### config.mk
export PLATFORM = sky130hd
export DESIGN_NAME = serial_seven_segment_display_flat
export DESIGN_NICKNAME = d
export VERILOG_FILES = /design/src/rtl/ssd_pkg.sv /design/src/rtl/ssd_if.sv /design/src/rtl/ssd_frame_store.sv /design/src/rtl/ssd_scanner.sv /design/src/rtl/serial_seven_segment_display.sv /design/src/flat_wrapper.sv
export SDC_FILE = /design/constraint.sdc
export NUM_CORES = 1
export LEC_CHECK = 0
export BUFFER_PORTS_ARGS = -buffer_cell sky130_fd_sc_hd__buf_4
export CORE_MARGIN = 1
export CORE_UTILIZATION = 40
export CTS_BUF_LIST = sky130_fd_sc_hd__clkbuf_16
export DETAILED_ROUTE_END_ITERATION = 16
export HOLD_SLACK_MARGIN = 0.12
export PLACE_DENSITY = 0.59
export SLEW_MARGIN = 20
export SYNTH_ARGS = -nofsm -noshare
export SYNTH_HDL_FRONTEND = slang
export SYNTH_SLANG_ARGS = --single-unit
### constraint.sdc
create_clock -name clk -period 6.25 [get_ports clk]
set_input_delay 0.625 -clock clk [delete_from_list [all_inputs] [get_ports clk]]
set_output_delay 0.625 -clock clk [all_outputs]
set_load 0.01 [all_outputs]
### src/rtl/ssd_pkg.sv
// ----------------------------------------------------------------------------
// ssd_pkg
// Types, codes and the segment table shared by the display driver.
// ----------------------------------------------------------------------------
package ssd_pkg;

  localparam int FRAME_LEN = 5;
  localparam int DP_POS    = 2;
  localparam logic [7:0] DP_CODE    = 8'h80;
  localparam logic [7:0] BLANK_CODE = 8'h00;
  localparam logic [7:0] CHAR_DOT   = 8'h2E;
  localparam logic [7:0] CHAR_ZERO  = 8'h30;
  localparam logic [7:0] CHAR_NINE  = 8'h39;

  typedef enum logic {
    OP_BYTE = 1'b0,
    OP_TICK = 1'b1
  } op_t;

  typedef enum logic {
    CFG_FIRST_POSITION = 1'b0,
    CFG_DIGITS_IN_USE  = 1'b1
  } cfg_idx_t;

  // One scan step: buffer entry and display position it is shown on
  typedef struct packed {
    logic [2:0] idx;
    logic [2:0] pos;
  } scan_req_t;

  function automatic logic [7:0] digit_code(input logic [7:0] c);
    logic [3:0] d;
    logic [7:0] code;
    d = 4'(c - CHAR_ZERO);
    code = BLANK_CODE;
    if (c >= CHAR_ZERO && c <= CHAR_NINE) begin
      case (d)
        4'd0: code = 8'h3F;
        4'd1: code = 8'h06;
        4'd2: code = 8'h5B;
        4'd3: code = 8'h4F;
        4'd4: code = 8'h66;
        4'd5: code = 8'h6D;
        4'd6: code = 8'h7D;
        4'd7: code = 8'h07;
        4'd8: code = 8'h7F;
        4'd9: code = 8'h6F;
        default: code = BLANK_CODE;
      endcase
    end
    return code;
  endfunction

endpackage

### src/rtl/ssd_if.sv
// ----------------------------------------------------------------------------
// ssd_in_if / ssd_out_if
// Valid/ready channels for input items and scan results.
// ----------------------------------------------------------------------------
interface ssd_in_if;
  logic       valid;
  logic       ready;
  logic       operation;
  logic [7:0] rx_byte;

  modport source (output valid, output operation, output rx_byte, input ready);
  modport sink   (input valid, input operation, input rx_byte, output ready);
endinterface

interface ssd_out_if;
  logic       valid;
  logic       ready;
  logic [7:0] digit_select;
  logic [7:0] segments;
  logic [2:0] scan_position;

  modport source (output valid, output digit_select, output segments,
                  output scan_position, input ready);
  modport sink   (input valid, input digit_select, input segments,
                  input scan_position, output ready);
endinterface

### src/rtl/ssd_frame_store.sv
// ----------------------------------------------------------------------------
// ssd_frame_store
// Double-banked segment memory. Bytes are encoded and written to the back
// bank; the fifth byte flips banks, committing the whole frame at once.
// ----------------------------------------------------------------------------
module ssd_frame_store
  import ssd_pkg::*;
(
  input  logic       clk,
  input  logic       rst_n,
  input  logic       wr_en,
  input  logic [7:0] wr_byte,
  input  logic       rd_en,
  input  logic [2:0] rd_idx,
  output logic [7:0] rd_code
);

  logic [7:0] mem [0:15];
  logic [2:0] count_r, count_nxt;
  logic       bank_r, bank_nxt;
  logic       shown_r, shown_nxt;
  logic [7:0] rd_q_r;
  logic       blank_r;
  logic [7:0] wr_code;

  always_comb begin
    if (count_r == 3'(DP_POS)) begin
      wr_code = (wr_byte == CHAR_DOT) ? DP_CODE : BLANK_CODE;
    end else begin
      wr_code = digit_code(wr_byte);
    end
  end

  always_comb begin
    count_nxt = count_r;
    bank_nxt  = bank_r;
    shown_nxt = shown_r;
    if (wr_en) begin
      if (count_r == 3'(FRAME_LEN - 1)) begin
        count_nxt = '0;
        bank_nxt  = ~bank_r;
        shown_nxt = 1'b1;
      end else begin
        count_nxt = count_r + 3'd1;
      end
    end
  end

  always_ff @(posedge clk) begin
    if (!rst_n) begin
      count_r <= '0;
      bank_r  <= 1'b0;
      shown_r <= 1'b0;
    end else begin
      count_r <= count_nxt;
      bank_r  <= bank_nxt;
      shown_r <= shown_nxt;
    end
  end

  // writes always land in the back bank, so reads never collide with them
  always_ff @(posedge clk) begin
    if (wr_en) begin
      mem[{~bank_r, count_r}] <= wr_code;
    end
  end

  always_ff @(posedge clk) begin
    if (rd_en) begin
      rd_q_r  <= mem[{bank_r, rd_idx}];
      blank_r <= !shown_r || (rd_idx >= 3'(FRAME_LEN));
    end
  end

  assign rd_code = blank_r ? BLANK_CODE : rd_q_r;

endmodule

### src/rtl/ssd_scanner.sv
// ----------------------------------------------------------------------------
// ssd_scanner
// Holds the span registers and the scan index; clamps the span to the
// display and steps the index on each tick.
// ----------------------------------------------------------------------------
module ssd_scanner
  import ssd_pkg::*;
#(
  parameter int NUM_POSITIONS = 8
) (
  input  logic      clk,
  input  logic      rst_n,
  input  logic      cfg_we,
  input  logic      cfg_index,
  input  logic [3:0] cfg_wdata,
  input  logic      tick,
  output scan_req_t req
);

  logic [2:0] first_r, first_nxt;
  logic [3:0] count_r, count_nxt;
  logic [2:0] scan_r, scan_nxt;
  logic [2:0] first_c;
  logic [3:0] limit;
  logic [3:0] span;
  logic [2:0] idx;
  logic [3:0] idx_inc;

  always_comb begin
    first_c = (first_r > 3'(NUM_POSITIONS - 1)) ? 3'(NUM_POSITIONS - 1) : first_r;
    limit   = 4'(NUM_POSITIONS) - {1'b0, first_c};
    span    = (count_r == 4'd0) ? 4'd1 : count_r;
    if (span > limit) span = limit;
    idx     = ({1'b0, scan_r} >= span) ? 3'd0 : scan_r;
    idx_inc = {1'b0, idx} + 4'd1;
    req.idx = idx;
    req.pos = first_c + idx;
  end

  always_comb begin
    first_nxt = first_r;
    count_nxt = count_r;
    scan_nxt  = scan_r;
    if (cfg_we) begin
      unique case (cfg_idx_t'(cfg_index))
        CFG_FIRST_POSITION: first_nxt = cfg_wdata[2:0];
        CFG_DIGITS_IN_USE:  count_nxt = cfg_wdata;
        default: ;
      endcase
    end
    if (tick) begin
      scan_nxt = (idx_inc >= span) ? 3'd0 : idx_inc[2:0];
    end
  end

  always_ff @(posedge clk) begin
    if (!rst_n) begin
      first_r <= '0;
      count_r <= 4'd8;
      scan_r  <= '0;
    end else begin
      first_r <= first_nxt;
      count_r <= count_nxt;
      scan_r  <= scan_nxt;
    end
  end

endmodule

### src/rtl/serial_seven_segment_display.sv
// ----------------------------------------------------------------------------
// serial_seven_segment_display
// Pipeline: a scan tick's result is registered at the segment memory read,
// then at the output register. Bytes give no result.
// Throughput: one item per cycle while the output is not stalled; each item
// makes one memory access, a write for a byte or a read for a tick.
// Reset: synchronous, active low; clears counters, bank pointer, first position
// and pipeline valids, sets span to 8. Display reads blank until first frame.
// ----------------------------------------------------------------------------
module serial_seven_segment_display
  import ssd_pkg::*;
#(
  parameter int NUM_POSITIONS = 8
) (
  input  logic        clk,
  input  logic        rst_n,
  input  logic        cfg_we,
  input  logic        cfg_index,
  input  logic [3:0]  cfg_wdata,
  ssd_in_if.sink      in_ch,
  ssd_out_if.source   out_ch
);

  scan_req_t  req;
  logic       accept;
  logic       tick;
  logic       advance;
  logic       p_vld_r, p_vld_nxt;
  logic [2:0] p_pos_r;
  logic [2:0] p_idx_r;
  logic       o_vld_r, o_vld_nxt;
  logic [7:0] o_sel_r;
  logic [7:0] o_seg_r;
  logic [2:0] o_pos_r;
  logic [7:0] rd_code;

  assign advance     = !o_vld_r || out_ch.ready;
  assign in_ch.ready = !p_vld_r || advance;
  assign accept      = in_ch.valid && in_ch.ready;
  assign tick        = accept && (op_t'(in_ch.operation) == OP_TICK);

  ssd_scanner #(.NUM_POSITIONS(NUM_POSITIONS)) u_scan (
    .clk       (clk),
    .rst_n     (rst_n),
    .cfg_we    (cfg_we),
    .cfg_index (cfg_index),
    .cfg_wdata (cfg_wdata),
    .tick      (tick),
    .req       (req)
  );

  ssd_frame_store u_store (
    .clk     (clk),
    .rst_n   (rst_n),
    .wr_en   (accept && (op_t'(in_ch.operation) == OP_BYTE)),
    .wr_byte (in_ch.rx_byte),
    .rd_en   (tick),
    .rd_idx  (req.idx),
    .rd_code (rd_code)
  );

  always_comb begin
    p_vld_nxt = p_vld_r;
    o_vld_nxt = o_vld_r;
    if (advance) begin
      o_vld_nxt = p_vld_r;
      p_vld_nxt = 1'b0;
    end
    if (tick) p_vld_nxt = 1'b1;
  end

  always_ff @(posedge clk) begin
    if (!rst_n) begin
      p_vld_r <= 1'b0;
      o_vld_r <= 1'b0;
    end else begin
      p_vld_r <= p_vld_nxt;
      o_vld_r <= o_vld_nxt;
    end
  end

  always_ff @(posedge clk) begin
    if (tick) begin
      p_pos_r <= req.pos;
      p_idx_r <= req.idx;
    end
    if (advance && p_vld_r) begin
      o_sel_r <= ~(8'd1 << p_pos_r);
      o_seg_r <= rd_code;
      o_pos_r <= p_idx_r;
    end
  end

  assign out_ch.valid         = o_vld_r;
  assign out_ch.digit_select  = o_sel_r;
  assign out_ch.segments      = o_seg_r;
  assign out_ch.scan_position = o_pos_r;

endmodule

### src/flat_wrapper.sv
// flat-port wrapper written by rule: the top's interface ports become plain ports
module serial_seven_segment_display_flat import ssd_pkg::*;
#(
  parameter int NUM_POSITIONS = 8
)
  (clk, rst_n, cfg_we, cfg_index, cfg_wdata, in_ch_valid, in_ch_operation, in_ch_rx_byte, in_ch_ready, out_ch_valid, out_ch_digit_select, out_ch_segments, out_ch_scan_position, out_ch_ready);
  ssd_in_if in_ch_i ();
  ssd_out_if out_ch_i ();
  input  logic clk;
  input  logic rst_n;
  input  logic cfg_we;
  input  logic cfg_index;
  input  logic [3:0] cfg_wdata;
  input wire logic [$bits(in_ch_i.valid)-1:0] in_ch_valid;
  input wire logic [$bits(in_ch_i.operation)-1:0] in_ch_operation;
  input wire logic [$bits(in_ch_i.rx_byte)-1:0] in_ch_rx_byte;
  output wire logic [$bits(in_ch_i.ready)-1:0] in_ch_ready;
  output wire logic [$bits(out_ch_i.valid)-1:0] out_ch_valid;
  output wire logic [$bits(out_ch_i.digit_select)-1:0] out_ch_digit_select;
  output wire logic [$bits(out_ch_i.segments)-1:0] out_ch_segments;
  output wire logic [$bits(out_ch_i.scan_position)-1:0] out_ch_scan_position;
  input wire logic [$bits(out_ch_i.ready)-1:0] out_ch_ready;
  assign in_ch_i.valid = in_ch_valid;
  assign in_ch_i.operation = in_ch_operation;
  assign in_ch_i.rx_byte = in_ch_rx_byte;
  assign in_ch_ready = in_ch_i.ready;
  assign out_ch_valid = out_ch_i.valid;
  assign out_ch_digit_select = out_ch_i.digit_select;
  assign out_ch_segments = out_ch_i.segments;
  assign out_ch_scan_position = out_ch_i.scan_position;
  assign out_ch_i.ready = out_ch_ready;
  serial_seven_segment_display #(.NUM_POSITIONS(NUM_POSITIONS)) u_core (.clk(clk), .rst_n(rst_n), .cfg_we(cfg_we), .cfg_index(cfg_index), .cfg_wdata(cfg_wdata), .in_ch(in_ch_i), .out_ch(out_ch_i));
endmodule
==> impl_metrics.tcl <==
set metrics [dict create \
    status "completed" \
    cts.sinks 179 \
    n_antenna_cell 0 \
    ant_nets 0 \
    synth_edf_count 162 \
    finalHoldViolations 0 \
    routed_via_density 5.37 \
    netlist_area_mm2 0.00800 \
    ys.flop_type "edfxtp_1" \
    die_y_um 143 \
    port_buffers 39 \
    start_util_pct 41.0 \
    syn_to_final_growth_pct 14.7 \
    worstMarginPinSlew_ns 1.11 \
    crit_chain "inv_1, ha_1, xor2_1, ha_1, and2_1, a221oi_1, a21oi_1, a21oi_1, ha_1, nand2b_1, a21o_1, a21o_1, o31ai_4, nand2_1, inv_1, ha_1, ha_1, a21o_1, a21o_1, a211oi_1, nor3b_1, o21ai_0, a21boi_1" \
    async_reset_ff_share_pct 0 \
    drt_first_pass_iters 5 \
    cp_data_arrival_time_ns 5.96 \
    grt_usage_pct 17.8 \
    crit_path_end_kind "flip-flop" \
    num_io_pins 40 \
    cts_tree "yes" \
    p_per_area_mw_per_mm2 286 \
    drt_iter0_drc 411 \
    worst_path_largest_cell_delay_ns 0.50 \
    core_mm2 0.0195 \
    grt_remaining_overflow 0 \
    path_clk_slew_ns 0.07 \
    num_vias 4590 \
    cts_resized 0 \
    die_w_um 143 \
    path_buf_inv 2 \
    antenna_found_initial 0 \
    max-vdd-ir-drop_mv 0.214 \
    finalCritPeriodShare_pct 89.6 \
    routed_wl_um 16900 \
    leakagePower_nw 2.99 \
    rows 51 \
    hpwl_um 11400 \
    synth_warnings 0 \
    worstPathRequired_ns 6.61 \
    fin_nets 619 \
    htreeDepth 4 \
    grt_pass1_vias 4722 \
    drv_cap 0 \
    path_delay_family "compound AO/OA/AOI/OAI gates" \
    seq_area_mm2 0.00521 \
    clk_latency_ns 0.44 \
    ys_ff_latch 179 \
    clock_skew_ns 0.0115 \
    multi_input_area_mm2 0.00259 \
    die_area_mm2 0.0206 \
    cts_inserted_buffers 17 \
    drive_gt1_share_pct 22.9 \
    worstSetupStartpointType "flip-flop" \
    tns_ns 0 \
    criticalPathCategory "flip-flop to flip-flop" \
    clock_path_buffers 2 \
    grt_pass1_wl_um 26400 \
    holdBufCountCts 0 \
    wire_per_inst_um 19.7 \
    cp_slowest_cell "dfxtp_1" \
    clock.fmax_ghz 0.178 \
    slew_viol_final 0 \
    fillerInstances 1736 \
    gp_congestion 0.883 \
    root_buffer "clkbuf_16" \
    worst_hold_path_type "flip-flop to flip-flop" \
    cpMostUsedCell "ha_1" \
    cts_setup_buffers 0 \
    seq_area_frac_synth_pct 65.1 \
    postSynthCellCount 535 \
    rsz0062_at_grt "false" \
    fin_crit_ns 5.60 \
    syn_avg_cell_area_um2 14.9 \
    synth_cell_type_count 64 \
    grt_max_degree 44 \
    drc 0 \
    relSlewSlack_pct 25.6 \
    hold_slack_ns 0.419 \
    setup_viol 0 \
    critPathMaxFanout 12 \
    syn_nets 577 \
]
==> where the power goes <==
group	internal, mW	switching [mW]	total (mW)	leakage (nW)
combinational	0.100	0.137	0.237	1.09
sequential	1.31	0.0107	1.32	1.61
clock	0.570	0.495	1.06	0.293
==> worst paths after layout <==
path | cells past startpoint | to | startpoint | slack (ns)
worst max-delay path | 23 | u_core.u_scan.scan_r[2]$_SDFFE_PN0P_ | u_core.u_scan.first_r[0]$_SDFFE_PN0P_ | 0.65
worst min-delay path | 0 | u_core.out_ch.scan_position[1]$_DFFE_PP_ | u_core.p_idx_r[1]$_DFFE_PP_ | 0.42
worst max register to register | 23 | u_core.u_scan.scan_r[2]$_SDFFE_PN0P_ | u_core.u_scan.first_r[0]$_SDFFE_PN0P_ | 0.65
worst min register to register | 0 | u_core.out_ch.scan_position[1]$_DFFE_PP_ | u_core.p_idx_r[1]$_DFFE_PP_ | 0.42
==> logic make-up after synthesis <==
group / after synthesis / synth area share (%)
fa+ha+maj: 23 / 3.69
xor+xnor: 4 / 0.438
flops: 179 / 65.1
mux: 47 / 8.53
buf+inv: 48 / 2.86
compound gates: 109 / 11.6
simple gates: 125 / 7.84
==> placed cells by master (no fill, tap or decap), types with 9 or more instances in the layout <==
| master | count |
|---|---|
| edfxtp_1 | 162 |
| buf_4 | 49 |
| nand2_1 | 34 |
| nor2_1 | 28 |
| a21oi_1 | 25 |
| inv_1 | 22 |
| mux2i_1 | 22 |
| ha_1 | 22 |
| nor2b_1 | 17 |
| clkbuf_16 | 17 |
| mux4_2 | 16 |
| dfxtp_1 | 16 |
| nand3_1 | 12 |
| mux2_2 | 9 |
==> cells in the mapped netlist (all sizes together), types with 2 or more instances <==
cell type,n,area share (%)
mux4,16,4.5
o31ai,2,0.25
edfxtp,162,61
or3b,2,0.22
a31oi,3,0.23
nand2b,7,0.55
nand3,12,0.75
dfxtp,17,4.3
o21ai,3,0.19
a21oi,26,1.6
o2bb2ai,7,0.77
a21boi,6,0.56
xnor2,3,0.33
o311ai,14,1.5
a311oi,2,0.30
ha,22,3.4
mux2,9,1.3
buf,11,1.1
o2111ai,2,0.22
nor3,9,0.70
clkbuf,15,0.70
nor2,30,1.4
nor3b,3,0.28
o32a,7,0.88
nand3b,3,0.28
a21o,4,0.38
a221oi,8,1.4
inv,21,0.99
a22oi,2,0.19
a211oi,9,1.3
nor2b,17,1.3
or3,4,0.31
nand2,34,1.6
o21a,2,0.19
mux2i,22,2.8
==> metal layers <==
metal / up-vias / GRT usage [%] / share of wire [%]
met3: 27 / 3.43 / 4.0
met5: - / 0 / 0
li1: 2181 / - / -
met1: 2255 / 21.2 / 42
met4: 0 / 7.61 / 2.4
met2: 127 / 31.3 / 51
==> sequential cells by signal, summed over array words and instances (netlist names), 3 cells and up <==
| register | flops |
|---|---|
| u_core.out_ch.scan_position | 3 |
| u_core.u_scan.count_r | 4 |
| u_core.u_scan.first_r | 3 |
| u_core.out_ch.segments | 8 |
| u_core.u_scan.scan_r | 3 |
| u_core.u_store.rd_q_r | 8 |
| u_core.p_idx_r | 3 |
| u_core.u_store.count_r | 3 |
| u_core.u_store.mem | 128 |
| u_core.out_ch.digit_select | 8 |
| u_core.p_pos_r | 3 |
==> metrics by stage <==
stage | instance area (um2) | total power, mW | util [%] | worst slack, ns | std cells
floorplan | 8000 | 1.53 | - | 1.17 | 535
global placement | 8560 | 1.58 | 43.9 | 0.890 | 823
detailed placement | 8560 | 1.58 | 43.9 | 0.614 | 823
CTS | 9150 | 2.64 | 46.9 | 0.586 | 855
global route | 9170 | 2.70 | 47.0 | 0.146 | 855
finish | 9170 | 2.62 | 47.0 | 0.647 | 855
==> layout make-up <==
type,count,share of cell area (%)
multi-input combinational,308,28.3
tap,265,3.61
clock buffer,17,4.64
clock inverter,15,1.77
sequential,179,56.8
timing repair buffer,49,4.01
inverter,22,0.914
Note: power is estimated with default switching activity, not from simulation.
